**config.mk**
```make
export PLATFORM = sky130hd
export DESIGN_NAME = base64_stream_encoder
export DESIGN_NICKNAME = d
export VERILOG_FILES = /design/src/design/b64enc_pkg.sv /design/src/design/b64enc_front.sv /design/src/design/b64enc_queue.sv /design/src/design/b64enc_back.sv /design/src/design/base64_stream_encoder.sv
export SDC_FILE = /design/constraint.sdc
export NUM_CORES = 1
export LEC_CHECK = 0
export ABC_AREA = 1
export BUFFER_PORTS_ARGS = -buffer_cell sky130_fd_sc_hd__buf_2
export CORE_MARGIN = 2
export CORE_UTILIZATION = 35
export DETAILED_ROUTE_END_ITERATION = 6
export SYNTH_ARGS = -nofsm -noshare
export SYNTH_HDL_FRONTEND = slang
export SYNTH_SLANG_ARGS = --single-unit
```
**constraint.sdc**
```tcl
create_clock -name clock -period 3 [get_ports clock]
set_input_delay 0.15 -clock clock [delete_from_list [all_inputs] [get_ports clock]]
set_output_delay 0.15 -clock clock [all_outputs]
set_load 0.01 [all_outputs]
```
**src/design/b64enc_pkg.sv**
```systemverilog
// Shared types, request codes and the character table of the base64 stream encoder.
// No dependencies; every other file of the block imports this package.
package b64enc_pkg;

   // Request codes carried on req_type.
   typedef enum logic [1:0] {
      REQ_DATA  = 2'd0,
      REQ_FINAL = 2'd1,
      REQ_CLEAR = 2'd2
   } req_code_type;

   localparam logic [7:0] PAD_CHAR = 8'h3D;
   localparam int unsigned QUEUE_DEPTH_DEFAULT = 2;

   // One encoding job: a 24-bit group and the number of trailing pad characters.
   typedef struct packed {
      logic [23:0] group;
      logic [1:0]  pads;
   } job_type;

   // Maps a sextet to its character of the standard alphabet.
   function automatic logic [7:0] sextet_char(input logic [5:0] sextet);
      logic [7:0] code;
      code = {2'b00, sextet};
      if (sextet < 6'd26) begin
         sextet_char = code + 8'd65;
      end else if (sextet < 6'd52) begin
         sextet_char = code + 8'd71;
      end else if (sextet < 6'd62) begin
         sextet_char = code - 8'd4;
      end else if (sextet == 6'd62) begin
         sextet_char = 8'h2B;
      end else begin
         sextet_char = 8'h2F;
      end
   endfunction

endpackage

```
**src/design/b64enc_front.sv**
```systemverilog
// Front end of the base64 stream encoder: accepts requests, holds bytes, forms jobs.
// Depends on b64enc_pkg.
module b64enc_front (
   input  logic                  clock,
   input  logic                  reset,
   input  logic                  req_valid,
   input  logic [1:0]            req_code,
   input  logic [7:0]            req_byte,
   output logic                  job_push,
   output b64enc_pkg::job_type   job_data
);
   import b64enc_pkg::*;

   logic [1:0] held_count_ff, held_count_in;
   logic [7:0] held0_ff, held0_in;
   logic [7:0] held1_ff, held1_in;
   logic       push_int;
   job_type    job_int;

   // Classify each transaction and update the held bytes.
   always_comb begin
      held_count_in = held_count_ff;
      held0_in      = held0_ff;
      held1_in      = held1_ff;
      push_int      = 1'b0;
      job_int.group = {held0_ff, held1_ff, req_byte};
      job_int.pads  = 2'd0;
      if (req_valid) begin
         case (req_code)
            REQ_DATA: begin
               if (held_count_ff == 2'd0) begin
                  held0_in      = req_byte;
                  held_count_in = 2'd1;
               end else if (held_count_ff == 2'd1) begin
                  held1_in      = req_byte;
                  held_count_in = 2'd2;
               end else begin
                  push_int      = 1'b1;
                  held_count_in = 2'd0;
               end
            end
            REQ_FINAL: begin
               if (held_count_ff != 2'd0) begin
                  push_int      = 1'b1;
                  held_count_in = 2'd0;
                  if (held_count_ff == 2'd1) begin
                     job_int.group = {held0_ff, 16'd0};
                     job_int.pads  = 2'd2;
                  end else begin
                     job_int.group = {held0_ff, held1_ff, 8'd0};
                     job_int.pads  = 2'd1;
                  end
               end
            end
            REQ_CLEAR: begin
               held_count_in = 2'd0;
            end
            default: begin
               held_count_in = held_count_ff;
            end
         endcase
      end
   end

   assign job_push = push_int;
   assign job_data = job_int;

   // Held count is control state; the held bytes need no reset.
   always_ff @(posedge clock) begin
      if (reset) begin
         held_count_ff <= 2'd0;
      end else begin
         held_count_ff <= held_count_in;
      end
      held0_ff <= held0_in;
      held1_ff <= held1_in;
   end

   // The held count never reaches three.
   assert property (@(posedge clock) disable iff (reset) held_count_ff != 2'd3)
      else $error("held count out of range");

   // A pushed job always empties the held bytes.
   assert property (@(posedge clock) disable iff (reset) job_push |=> held_count_ff == 2'd0)
      else $error("held count not cleared after a job");

endmodule

```
**src/design/b64enc_queue.sv**
```systemverilog
// Short job queue between the front and back ends of the base64 stream encoder.
// Depends on b64enc_pkg.
module b64enc_queue #(
   parameter int unsigned Depth = b64enc_pkg::QUEUE_DEPTH_DEFAULT
) (
   input  logic                  clock,
   input  logic                  reset,
   input  logic                  push,
   input  b64enc_pkg::job_type   push_data,
   output logic                  full,
   input  logic                  pop,
   output logic                  not_empty,
   output b64enc_pkg::job_type   head_data
);
   import b64enc_pkg::*;

   localparam int unsigned PtrWidth   = (Depth > 1) ? $clog2(Depth) : 1;
   localparam int unsigned CountWidth = $clog2(Depth + 1);
   localparam logic [PtrWidth-1:0]   LastPtr   = PtrWidth'(Depth - 1);
   localparam logic [CountWidth-1:0] FullCount = CountWidth'(Depth);

   job_type                entries_ff [Depth];
   logic [PtrWidth-1:0]    wr_ptr_ff, wr_ptr_in;
   logic [PtrWidth-1:0]    rd_ptr_ff, rd_ptr_in;
   logic [CountWidth-1:0]  count_ff, count_in;
   logic                   do_push, do_pop;

   assign full      = (count_ff == FullCount);
   assign not_empty = (count_ff != '0);
   assign head_data = entries_ff[rd_ptr_ff];
   assign do_push   = push && !full;
   assign do_pop    = pop && not_empty;

   // Pointer and occupancy update.
   always_comb begin
      wr_ptr_in = wr_ptr_ff;
      rd_ptr_in = rd_ptr_ff;
      count_in  = count_ff;
      if (do_push) begin
         wr_ptr_in = (wr_ptr_ff == LastPtr) ? '0 : wr_ptr_ff + 1'b1;
      end
      if (do_pop) begin
         rd_ptr_in = (rd_ptr_ff == LastPtr) ? '0 : rd_ptr_ff + 1'b1;
      end
      if (do_push && !do_pop) begin
         count_in = count_ff + 1'b1;
      end else if (do_pop && !do_push) begin
         count_in = count_ff - 1'b1;
      end
   end

   always_ff @(posedge clock) begin
      if (reset) begin
         wr_ptr_ff <= '0;
         rd_ptr_ff <= '0;
         count_ff  <= '0;
      end else begin
         wr_ptr_ff <= wr_ptr_in;
         rd_ptr_ff <= rd_ptr_in;
         count_ff  <= count_in;
      end
      if (do_push) begin
         entries_ff[wr_ptr_ff] <= push_data;
      end
   end

   // The front end never offers a job while the queue is full.
   assert property (@(posedge clock) disable iff (reset) !(push && full))
      else $error("job offered to a full queue");

   // Occupancy stays within the depth.
   assert property (@(posedge clock) disable iff (reset) count_ff <= FullCount)
      else $error("queue occupancy overflow");

endmodule

```
**src/design/b64enc_back.sv**
```systemverilog
// Back end of the base64 stream encoder: turns each job into four characters.
// Depends on b64enc_pkg.
module b64enc_back (
   input  logic                  clock,
   input  logic                  reset,
   input  logic                  job_ready,
   input  b64enc_pkg::job_type   job_data,
   output logic                  job_take,
   output logic                  rsp_valid,
   input  logic                  rsp_pop,
   output logic [7:0]            rsp_char,
   output logic                  rsp_last
);
   import b64enc_pkg::*;

   job_type    job_ff, job_in;
   logic       job_valid_ff, job_valid_in;
   logic [1:0] idx_ff, idx_in;
   logic       out_valid_ff, out_valid_in;
   logic [7:0] out_char_ff, out_char_in;
   logic       out_last_ff, out_last_in;
   logic       out_load, job_done;
   logic [5:0] sextet;
   logic       is_pad;

   assign out_load = !out_valid_ff || rsp_pop;
   assign job_done = job_valid_ff && out_load && (idx_ff == 2'd3);
   assign job_take = job_ready && (!job_valid_ff || job_done);

   // Select the sextet for the current position, most significant first.
   always_comb begin
      case (idx_ff)
         2'd0:    sextet = job_ff.group[23:18];
         2'd1:    sextet = job_ff.group[17:12];
         2'd2:    sextet = job_ff.group[11:6];
         default: sextet = job_ff.group[5:0];
      endcase
      is_pad = ((idx_ff == 2'd3) && (job_ff.pads != 2'd0)) ||
               ((idx_ff == 2'd2) && (job_ff.pads == 2'd2));
   end

   // Job register, position counter and output register.
   always_comb begin
      job_in       = job_ff;
      job_valid_in = job_valid_ff;
      idx_in       = idx_ff;
      out_valid_in = out_valid_ff;
      out_char_in  = out_char_ff;
      out_last_in  = out_last_ff;
      if (out_load) begin
         out_valid_in = job_valid_ff;
         out_char_in  = is_pad ? PAD_CHAR : sextet_char(sextet);
         out_last_in  = (idx_ff == 2'd3);
         if (job_valid_ff) begin
            idx_in = idx_ff + 2'd1;
         end
      end
      if (job_done) begin
         job_valid_in = 1'b0;
      end
      if (job_take) begin
         job_in       = job_data;
         job_valid_in = 1'b1;
         idx_in       = 2'd0;
      end
   end

   always_ff @(posedge clock) begin
      if (reset) begin
         job_valid_ff <= 1'b0;
         out_valid_ff <= 1'b0;
         idx_ff       <= 2'd0;
      end else begin
         job_valid_ff <= job_valid_in;
         out_valid_ff <= out_valid_in;
         idx_ff       <= idx_in;
      end
      job_ff      <= job_in;
      out_char_ff <= out_char_in;
      out_last_ff <= out_last_in;
   end

   assign rsp_valid = out_valid_ff;
   assign rsp_char  = out_char_ff;
   assign rsp_last  = out_last_ff;

   // The fourth character of a job is marked as the last of its group.
   assert property (@(posedge clock) disable iff (reset)
      (out_load && job_valid_ff && idx_ff == 2'd3) |=> (out_valid_ff && out_last_ff))
      else $error("last flag missing on fourth character");

   // A new job is only taken when the current one is absent or finishing.
   assert property (@(posedge clock) disable iff (reset)
      (job_take && job_valid_ff) |-> (idx_ff == 2'd3 && out_load))
      else $error("job overwritten before completion");

endmodule

```
**src/design/base64_stream_encoder.sv**
```systemverilog
// Base64 stream encoder: a group of three bytes yields four characters.
// Throughput: one character per cycle at the output register while pop takes each one, so
// the four-character serialiser sets the rate for a group of three data transactions.
// A group's first character passes the queue, the job register and the output register in turn.
// Reset (synchronous, active high) clears held count, queue and output; held bytes keep data.
// Depends on b64enc_pkg, b64enc_front, b64enc_queue and b64enc_back.
module base64_stream_encoder #(
   parameter int unsigned QueueDepth = b64enc_pkg::QUEUE_DEPTH_DEFAULT
) (
   input  logic       clock,
   input  logic       reset,
   input  logic       push,
   output logic       full,
   input  logic [1:0] req_type,
   input  logic [7:0] req_data_byte,
   output logic       empty,
   input  logic       pop,
   output logic [7:0] rsp_out_char,
   output logic       rsp_run_last
);
   import b64enc_pkg::*;

   logic    q_full;
   logic    job_push;
   job_type job_new;
   logic    q_not_empty;
   job_type q_head;
   logic    q_pop;
   logic    out_valid;

   assign full = q_full;

   // Front end: request classification and byte holding.
   b64enc_front u_front (
      .clock     (clock),
      .reset     (reset),
      .req_valid (push && !q_full),
      .req_code  (req_type),
      .req_byte  (req_data_byte),
      .job_push  (job_push),
      .job_data  (job_new)
   );

   // Job queue decoupling the two ends.
   b64enc_queue #(
      .Depth (QueueDepth)
   ) u_queue (
      .clock     (clock),
      .reset     (reset),
      .push      (job_push),
      .push_data (job_new),
      .full      (q_full),
      .pop       (q_pop),
      .not_empty (q_not_empty),
      .head_data (q_head)
   );

   // Back end: character serialiser with output register.
   b64enc_back u_back (
      .clock     (clock),
      .reset     (reset),
      .job_ready (q_not_empty),
      .job_data  (q_head),
      .job_take  (q_pop),
      .rsp_valid (out_valid),
      .rsp_pop   (pop),
      .rsp_char  (rsp_out_char),
      .rsp_last  (rsp_run_last)
   );

   assign empty = !out_valid;

endmodule
```
==> impl_metrics.env, run 1 <==
export IMPL_clockRootBuffer="clkbuf_16"
export IMPL_layout_min_cycle_time_ns=2.19
export IMPL_hold_class="input port to register"
export IMPL_tightest_slew_ns=0.736
export IMPL_synth_xor_area_frac=0.00543
export IMPL_critPathKind="register to register"
export IMPL_vias=2968
export IMPL_tns_ns=0
export IMPL_leakage_nw=2.40
export IMPL_std_cell_rows=42
export IMPL_ys_seq_area_frac=0.680
export IMPL_route_detailed_drc=0
export IMPL_synth_seq_cells=113
export IMPL_synth_area_um2=4840
export IMPL_cts_post_setup_buffers_inserted=0
export IMPL_cts_inserted_buffers=17
export IMPL_synthTopCellsByCount="nand2_1 (133), edfxtp_1 (103), nor2_1 (40)"
export IMPL_synthMuxAreaShare=0
export IMPL_synthAdderAreaFrac=0.0284
export IMPL_nNetsFinal=504
export IMPL_io_buffers=24
export IMPL_yosysTopAreaCellShare=0.639
export IMPL_via_per_inst=4.44
export IMPL_start_util=0.363
export IMPL_drt_initial_drc_count=160
export IMPL_grt_max_degree=30
export IMPL_cp_required_ns=3.29
export IMPL_avgRoutedWirePerCell_um=12.9
export IMPL_synth_top_family_by_area="simple AND/OR/NAND/NOR gates"
export IMPL_hold_viol=0
export IMPL_worstSkewPairLatency_ns=0.41
export IMPL_ys_async_sr_fraction=0
export IMPL_routabilityCongestion=0.881
export IMPL_area_delta_synth_final_pct=22.3
export IMPL_fp_dieH_um=122
export IMPL_drv_cap=0
export IMPL_yosys_cell_types_count=34
export IMPL_place_hpwl_um=5670
export IMPL_slew_headroom=0.506
export IMPL_finalCritPeriodShare=0.729
export IMPL_grt_pass1_wl_um=14300
export IMPL_drt_total_wl_um=8590
export IMPL_synth_compound_area_frac=0.0440
export IMPL_die_w_um=122
export IMPL_max_freq_mhz=457
export IMPL_dr_pass1_iters=4
export IMPL_synth_area_leaders="edfxtp_1 (64%), nand2_1 (10%), dfxtp_1 (4.1%)"
export IMPL_vdd_drop_max_v=0.000446
export IMPL_syn_inst=427
export IMPL_outcome="completed"
export IMPL_synth_edff_count=103
export IMPL_path_buf_inv=2
export IMPL_io_pins=25
export IMPL_p_per_area_nw_per_um2=1020
export IMPL_post_dp_cell_area_um2=5200
export IMPL_syn_avg_cell_area_um2=11.3
export IMPL_pre_cts_slack_ns=0.873
export IMPL_yosysTopAreaCell="edfxtp_1"
export IMPL_core_um2=13300
export IMPL_antenna_found_initial=0
export IMPL_crit_path_start_kind="register"
export IMPL_ctsResizeCount=0
export IMPL_end_kind="register"
export IMPL_cp_top_family="compound AO/OA/AOI/OAI gates"
export IMPL_worst_slack_ns=0.814
export IMPL_drtAntennaViolNets=0
export IMPL_yosysMostFrequentCell="nand2_1"
export IMPL_nFillCells=1256
export IMPL_cp_slowest_cell="a31oi_1"
export IMPL_grt_use_total=0.129
export IMPL_yosys_area_share_simple=0.201
export IMPL_drive_above_1_share=0.195
export IMPL_ctsHoldBuffers=9
export IMPL_yosys_warnings=0
export IMPL_worstPathCellList="inv_1 -> o21ai_2 -> nor3_1 -> a31oi_1 -> inv_1 -> ha_1 -> a21oi_1 -> o21ai_0 -> o21ai_0 -> a21oi_1"
export IMPL_synth_fp_nets=452
export IMPL_die_area_um2=14800
export IMPL_maxSlewViolCount=0
export IMPL_grt_setup_unrepaired="false"
export IMPL_crit_fanout=7
export IMPL_setup_viol=0
export IMPL_ys_flop_type="edfxtp_1"
export IMPL_clk_pin_slew_worst_paths_ns=0.05
export IMPL_htree_levels=4
export IMPL_design_area_um2=5920
export IMPL_cpPeakStageDelay_ns=0.35
export IMPL_first_global_vias=2928
export IMPL_num_antenna_cells=0
export IMPL_finalClockSkew_ns=0.00651
export IMPL_grt_overflow=0
export IMPL_clock_sinks=113
export IMPL_cts_buffer_depth=2
export IMPL_arrival_ns=2.48
export IMPL_cts_tree="built"
[final cells by class]
cell class                      count  area (um^2)  area share
Multi-Input combinational cell    265         1360       0.229
Sequential cell                   113         3290       0.556
Inverter                           41          154      0.0260
Tap cell                          176          220      0.0372
Clock buffer                       18          429      0.0725
Clock inverter                     14          194      0.0328
Timing Repair Buffer               41          270      0.0457
[path summary, 6_finish.rpt]
check	depth (start not counted)	endpoint	slack, ns	start
worst max-delay path	10	u_queue.count_ff[1]	0.81	u_queue.count_ff[1]
worst min-delay path	3	u_queue.entries_ff[0][0]	0.24	push
worst max register to register	10	u_queue.count_ff[1]	0.81	u_queue.count_ff[1]
worst min register to register	0	u_queue.entries_ff[0][18]	0.44	u_front.held0_ff[0]
[report_power, final]
group | switching (mW) | leakage [nW] | internal (mW)
registers | 0.110 | 1.03 | 2.13
logic | 1.12 | 1.06 | 0.570
clock network | 0.661 | 0.306 | 1.45
[metal layers]
layer  track usage  vias up  share of wire
li1              -     1515              -
met4        0.0668        0          0.027
met3        0.0435       20          0.034
met5             0        -              0
met1         0.156     1362           0.46
met2         0.208       71           0.48
[registers in the layout, indices dropped and copies added, names as in the netlist, 2 cells and up]
name and flops:
u_front.held1_ff 8, u_queue.entries_ff 52, u_back.job_ff 26, u_front.held_count_ff 2, u_back.idx_ff 2, u_front.held0_ff 8, u_queue.count_ff 2, u_back.rsp_char 8
[cells in the final DEF (no fill, tap or decap), types with 2 or more instances in the layout]
cell type	netlist	layout
a21oi_1	10	10
a21oi_2	2	2
buf_2	2	24
buf_4	0	8
bufinv_16	0	5
clkbuf_16	0	17
clkinv_1	1	4
clkinv_2	0	5
dfxtp_1	10	10
dlygate4sd3_1	0	9
edfxtp_1	103	103
ha_1	11	11
inv_1	38	38
inv_2	2	2
nand2_1	133	133
nand2_4	4	4
nand3_1	16	16
nand3_2	3	3
nor2_1	40	38
nor2_2	10	12
nor2_4	5	5
nor3_1	4	4
o21ai_0	9	9
o21ai_2	2	2
o21bai_1	2	2
o21bai_4	2	2
xor2_1	3	3
[metrics by stage]
stage | std cells | hold WS (ns) | utilization | power [mW]
final | 668 | 0.236 | 0.443 | 6.05
after global routing | 668 | 0.244 | 0.443 | 6.42
after CTS | 668 | 0.216 | 0.443 | 6.09
after detailed placement | 627 | 0.356 | 0.390 | 3.96
after global placement | 627 | 0.354 | 0.390 | 3.93
after floorplan | 427 | 0.219 | - | 3.51
[tightest hold or removal path, cell delays in order]
cell	delay, ns
buf_2	0.10
o21ai_2	0.13
nor3_1	0.08
[cell families (layout without fill, tap and decap cells)]
logic type	count (synthesis)	count (layout)
buffers and inverters	49	114
AO/OA/AOI/OAI	31	31
adder cells (fa/ha/maj)	11	11
AND/OR/NAND/NOR	219	219
flip-flops	113	113
other	1	1
XOR/XNOR	3	3
No activity file was read; power rests on OpenSTA's default activity.
==> run 2, diff against run 1 <==
==> constraint.sdc (replaced) <==
create_clock -name clock -period 2.1 [get_ports clock]
set_input_delay 0.105 -clock clock [delete_from_list [all_inputs] [get_ports clock]]
set_output_delay 0.105 -clock clock [all_outputs]
set_load 0.01 [all_outputs]
==> impl_metrics.env, run 2 (synthesis results as in run 1) <==
export IMPL_setup_viol=0
export IMPL_whs_ns=0.153
export IMPL_crit_path_frequent_cell="nor2_1"
export IMPL_nNetsFinal=512
export IMPL_reg_top3="u_queue.entries_ff: 52 flops, u_back.job_ff: 26 flops"
export IMPL_top_register="u_queue.entries_ff"
export IMPL_finalClockSkew_ns=0.0163
export IMPL_avgRoutedWirePerCell_um=13.3
export IMPL_largest_reg_flops=52
export IMPL_cts_buffer_depth=2
export IMPL_worstPathCellList="ha_2 -> clkinv_4 -> nand2_1 -> nor2_1 -> nor2_4 -> nand2_1 -> nor2_1 -> a21oi_1 -> nor2_1 -> nand3_1"
export IMPL_dr_pass1_iters=5
export IMPL_drv_cap=0
export IMPL_cp_required_ns=2.26
export IMPL_critPathKind="register to register"
export IMPL_core_um2=13300
export IMPL_max_freq_mhz=502
export IMPL_grt_setup_unrepaired="true"
export IMPL_crit_fanout=13
export IMPL_tns_ns=0
export IMPL_drtAntennaViolNets=0
export IMPL_cpPeakStageDelay_ns=0.38
export IMPL_layout_min_cycle_time_ns=1.99
export IMPL_hold_viol=0
export IMPL_outcome="completed"
export IMPL_maxSlewViolCount=0
export IMPL_final_cell_mix="nand2_1 (133), edfxtp_1 (103), inv_1 (38), nor2_1 (38), buf_2 (24)"
export IMPL_die_w_um=122
export IMPL_arrival_ns=2.15
export IMPL_htree_levels=4
export IMPL_hold_class="input port to register"
export IMPL_die_area_um2=14800
export IMPL_finalCritPeriodShare=0.949
export IMPL_cp_top_family="simple AND/OR/NAND/NOR gates"
export IMPL_drive_above_1_share=0.213
export IMPL_p_per_area_nw_per_um2=1400
export IMPL_leakage_nw=2.40
export IMPL_vias=3026
export IMPL_io_pins=25
export IMPL_route_detailed_drc=0
export IMPL_clockRootBuffer="clkbuf_16"
export IMPL_grt_use_total=0.134
export IMPL_path_buf_inv=1
export IMPL_clk_pin_slew_worst_paths_ns=0.05
export IMPL_pre_cts_slack_ns=0.0243
export IMPL_drt_initial_drc_count=229
export IMPL_start_util=0.363
export IMPL_fp_dieH_um=122
export IMPL_layout_commonest_cell="nand2_1"
export IMPL_finalPower_mw=8.32
export IMPL_cp_slowest_cell="dfxtp_1"
export IMPL_via_per_inst=4.49
export IMPL_num_antenna_cells=0
export IMPL_cts_tree="built"
export IMPL_end_kind="register"
export IMPL_routabilityCongestion=0.810
export IMPL_antenna_found_initial=0
export IMPL_worst_slack_ns=0.108
export IMPL_first_global_vias=3032
export IMPL_worstSkewPairLatency_ns=0.41
export IMPL_place_hpwl_um=6090
export IMPL_area_delta_synth_final_pct=23.0
export IMPL_drt_total_wl_um=8990
export IMPL_cts_inserted_buffers=17
export IMPL_grt_overflow=0
export IMPL_grt_max_degree=30
export IMPL_std_cell_rows=42
export IMPL_clock_sinks=113
export IMPL_io_buffers=24
export IMPL_grt_pass1_wl_um=14800
export IMPL_crit_path_start_kind="register"
export IMPL_vdd_drop_max_v=0.000601
-- run 2: final timing paths --
| kind | from | endpoint | slack, ns | cells past startpoint |
|---|---|---|---|---|
| worst max register to register | u_back.idx_ff[1] | u_back.rsp_char[4] | 0.11 | 10 |
| worst max-delay path | u_back.idx_ff[1] | u_back.rsp_char[4] | 0.11 | 10 |
| worst min register to register | u_front.held0_ff[5] | u_queue.entries_ff[0][23] | 0.44 | 0 |
| worst min-delay path | push | u_queue.entries_ff[1][0] | 0.15 | 3 |
-- run 2: area by class of cell --
cell class	instances	area (um^2)
flip-flops and latches	113	3290
well taps	176	220
clock buffers	19	433
multi-input cells	265	1390
inverters	41	159
fillers	1264	7400
repair buffers	49	355
clock inverters	11	97.6
-- run 2: metal layers --
layer  GRT usage  routed length, um  vias to the layer above
li1            -                  -                     1530
met1       0.163               4130                     1409
met2       0.217               4390                       73
met3      0.0431                309                       14
met4      0.0661                162                        0
met5           0                  0                        -
-- run 2: per-stage QoR --
stage / instances / utilization / cell area [um^2]
after detailed placement: 633 / 0.396 / 5280
final: 674 / 0.446 / 5950
after floorplan: 427 / - / 4850
after global placement: 633 / 0.396 / 5280
after global routing: 674 / 0.446 / 5950
after CTS: 672 / 0.442 / 5900
-- run 2: worst min-delay path: stages --
cell and delay, ns:
buf_2 0.11, o21ai_4 0.10, nor3_1 0.07
-- run 2: repair_timing --
| action | CTS | global route |
|---|---|---|
| endpoints found under the hold margin | 20 | 0 |
| hold buffers | 9 | 0 |
| endpoints found under the setup margin | 0 | 6 |
| buffers inserted | 0 | 2 |
| gates resized for setup | 0 | 13 |
-- run 2: where the power goes --
group	internal, mW	switching [mW]
Sequential	3.05	0.180
Clock	1.69	0.880
Combinational	0.896	1.63
Total	5.63	2.69
==> run 3, diff against run 2 <==
--- a/config.mk
+++ b/config.mk
@@ -5,7 +5,6 @@
 export SDC_FILE = /design/constraint.sdc
 export NUM_CORES = 1
 export LEC_CHECK = 0
-export ABC_AREA = 1
 export BUFFER_PORTS_ARGS = -buffer_cell sky130_fd_sc_hd__buf_2
 export CORE_MARGIN = 2
 export CORE_UTILIZATION = 35
==> impl_metrics.env, run 3 <==
export IMPL_cts_inserted_buffers=17
export IMPL_grt_use_total=0.120
export IMPL_cp_depth=11
export IMPL_via_per_inst=4.70
export IMPL_grt_max_degree=30
export IMPL_die_area_um2=14400
export IMPL_setup_viol=3
export IMPL_ys_async_sr_fraction=0
export IMPL_synthAdderAreaFrac=0.0317
export IMPL_finalPower_mw=8.97
export IMPL_first_global_vias=2719
export IMPL_place_hpwl_um=5280
export IMPL_fp_dieH_um=120
export IMPL_critPathKind="register to register"
export IMPL_drv_cap=0
export IMPL_clockRootBuffer="clkbuf_16"
export IMPL_ys_seq_area_frac=0.701
export IMPL_core_um2=13200
export IMPL_ys_flop_type="edfxtp_1"
export IMPL_synth_compound_area_frac=0.0732
export IMPL_avgRoutedWirePerCell_um=14.4
export IMPL_grt_pass1_wl_um=13100
export IMPL_dr_pass1_iters=4
export IMPL_top_register="u_queue.entries_ff"
export IMPL_std_cell_rows=42
export IMPL_num_antenna_cells=0
export IMPL_drt_total_wl_um=8180
export IMPL_yosys_area_share_simple=0.0607
export IMPL_cp_required_ns=2.22
export IMPL_clk_pin_slew_worst_paths_ns=0.05
export IMPL_vias=2664
export IMPL_layout_min_cycle_time_ns=2.14
export IMPL_vdd_drop_max_v=0.000759
export IMPL_crit_path_start_kind="register"
export IMPL_antenna_found_initial=0
export IMPL_rr_worst_depth=11
export IMPL_grt_overflow=0
export IMPL_arrival_ns=2.26
export IMPL_start_util=0.356
export IMPL_reg_top3="u_queue.entries_ff: 52 flops, u_back.job_ff: 26 flops"
export IMPL_synth_edff_count=103
export IMPL_clock_sinks=113
export IMPL_htree_levels=4
export IMPL_io_pins=25
export IMPL_nNetsFinal=404
export IMPL_finalClockSkew_ns=0.0127
export IMPL_synth_area_um2=4700
export IMPL_synth_fp_nets=322
export IMPL_layout_commonest_cell="edfxtp_1"
export IMPL_largest_reg_flops=52
export IMPL_worstPathCellList="buf_6 -> ha_4 -> a222oi_1 -> buf_4 -> mux2i_4 -> inv_4 -> buf_6 -> a211oi_4 -> buf_4 -> o22ai_2 -> o311ai_1"
export IMPL_yosysMostFrequentCell="edfxtp_1"
export IMPL_yosys_cell_types_count=52
export IMPL_cts_tree="built"
export IMPL_synthMuxAreaShare=0.0950
export IMPL_p_per_area_nw_per_um2=1450
export IMPL_max_freq_mhz=468
export IMPL_maxSlewViolCount=0
export IMPL_worstSkewPairLatency_ns=0.40
export IMPL_syn_avg_cell_area_um2=15.8
export IMPL_die_w_um=120
export IMPL_cp_slowest_cell="dfxtp_4"
export IMPL_routabilityCongestion=0.842
export IMPL_route_detailed_drc=0
export IMPL_crit_fanout=6
export IMPL_cts_buffer_depth=2
export IMPL_path_buf_inv=5
export IMPL_violations="negative setup slack"
export IMPL_finalCritPeriodShare=1.02
export IMPL_yosysTopAreaCellShare=0.658
export IMPL_synth_xor_area_frac=0.00932
export IMPL_yosysTopAreaCell="edfxtp_1"
export IMPL_tns_ns=-0.0738
export IMPL_leakage_nw=2.21
export IMPL_drt_initial_drc_count=141
export IMPL_hold_class="input port to register"
export IMPL_drive_above_1_share=0.384
export IMPL_drtAntennaViolNets=0
export IMPL_syn_inst=297
export IMPL_area_delta_synth_final_pct=31.7
export IMPL_yosys_warnings=0
export IMPL_cp_top_family="buffers and inverters"
export IMPL_synthTopCellsByCount="edfxtp_1 (103), mux2_2 (29), and2_1 (18)"
export IMPL_io_buffers=24
export IMPL_holdPathStages=2
export IMPL_worst_slack_ns=-0.0382
export IMPL_synth_area_leaders="edfxtp_1 (66%), mux2_2 (6.9%), dfxtp_1 (4.3%)"
export IMPL_cpPeakStageDelay_ns=0.36
export IMPL_final_cell_mix="edfxtp_1 (103), buf_4 (32), mux2_2 (27)"
export IMPL_outcome="finished with violations"
export IMPL_synth_seq_cells=113
export IMPL_grt_setup_unrepaired="true"
export IMPL_hold_viol=0
export IMPL_end_kind="register"
export IMPL_synth_top_family_by_area="multiplexers"
-- run 3: stage by stage --
stage / area [um^2] / hold WS, ns / utilization / setup WS (ns) / instances
final: 6190 / 0.0310 / 0.469 / -0.0382 / 567
after global placement: 5300 / 0.309 / 0.401 / -0.162 / 518
after global routing: 6190 / 0.0237 / 0.469 / -0.154 / 567
after detailed placement: 5300 / 0.311 / 0.401 / -0.248 / 518
after floorplan: 4760 / 0.204 / - / -0.147 / 297
after CTS: 6090 / 0.0139 / 0.462 / 0.00433 / 563
-- run 3: worst paths after layout --
path / start / end / slack [ns]
worst min-delay path: reset / u_queue.rd_ptr_ff / 0.03
worst max register to register: u_back.idx_ff[0] / u_back.rsp_char[2] / -0.04
worst min register to register: u_front.held0_ff[4] / u_queue.entries_ff[1][22] / 0.44
worst max-delay path: u_back.idx_ff[0] / u_back.rsp_char[2] / -0.04
-- run 3: metal layers --
layer / share of wire / global-route usage / vias up
li1: - / - / 1302
met1: 0.44 / 0.142 / 1292
met2: 0.50 / 0.196 / 55
met3: 0.038 / 0.0437 / 15
met4: 0.022 / 0.0566 / 0
met5: 0 / 0 / -
-- run 3: kinds of logic (layout without fill, tap and decap cells) --
kind of cell | count (synthesis) | after routing
other | 1 | 1
and+or+nand+nor | 55 | 55
buffers and inverters | 26 | 120
AOI/OAI and AO/OA | 45 | 45
muxes | 40 | 40
adders and majority gates | 12 | 12
DFF | 113 | 113
xor gates and xnor gates | 5 | 5
-- run 3: final cells by class --
| cell class | instances | area [um^2] |
|---|---|---|
| sequential | 113 | 3300 |
| clock buffer | 19 | 433 |
| tap | 176 | 220 |
| multi-input combinational | 158 | 1450 |
| timing repair buffer | 71 | 554 |
| inverter | 18 | 88.8 |
| fill | 1120 | 7000 |
| clock inverter | 12 | 143 |
-- run 3: what timing repair did --
| item | 4_1_cts | 5_1_grt |
|---|---|---|
| setup buffers | 6 | 5 |
| hold buffers | 8 | 0 |
| resized for setup | 17 | 13 |
| pin swaps | 7 | 8 |
| cloned | 0 | 0 |
| endpoints found under the setup margin | 7 | 7 |
| hold endpoints to repair | 16 | 0 |
-- run 3: where the power goes --
part / switching [mW] / total, mW / internal [mW]
Combinational: 1.58 / 3.12 / 1.55
Sequential: 0.137 / 3.09 / 2.95
Clock: 0.917 / 2.76 / 1.84
Total: 2.63 / 8.97 / 6.34
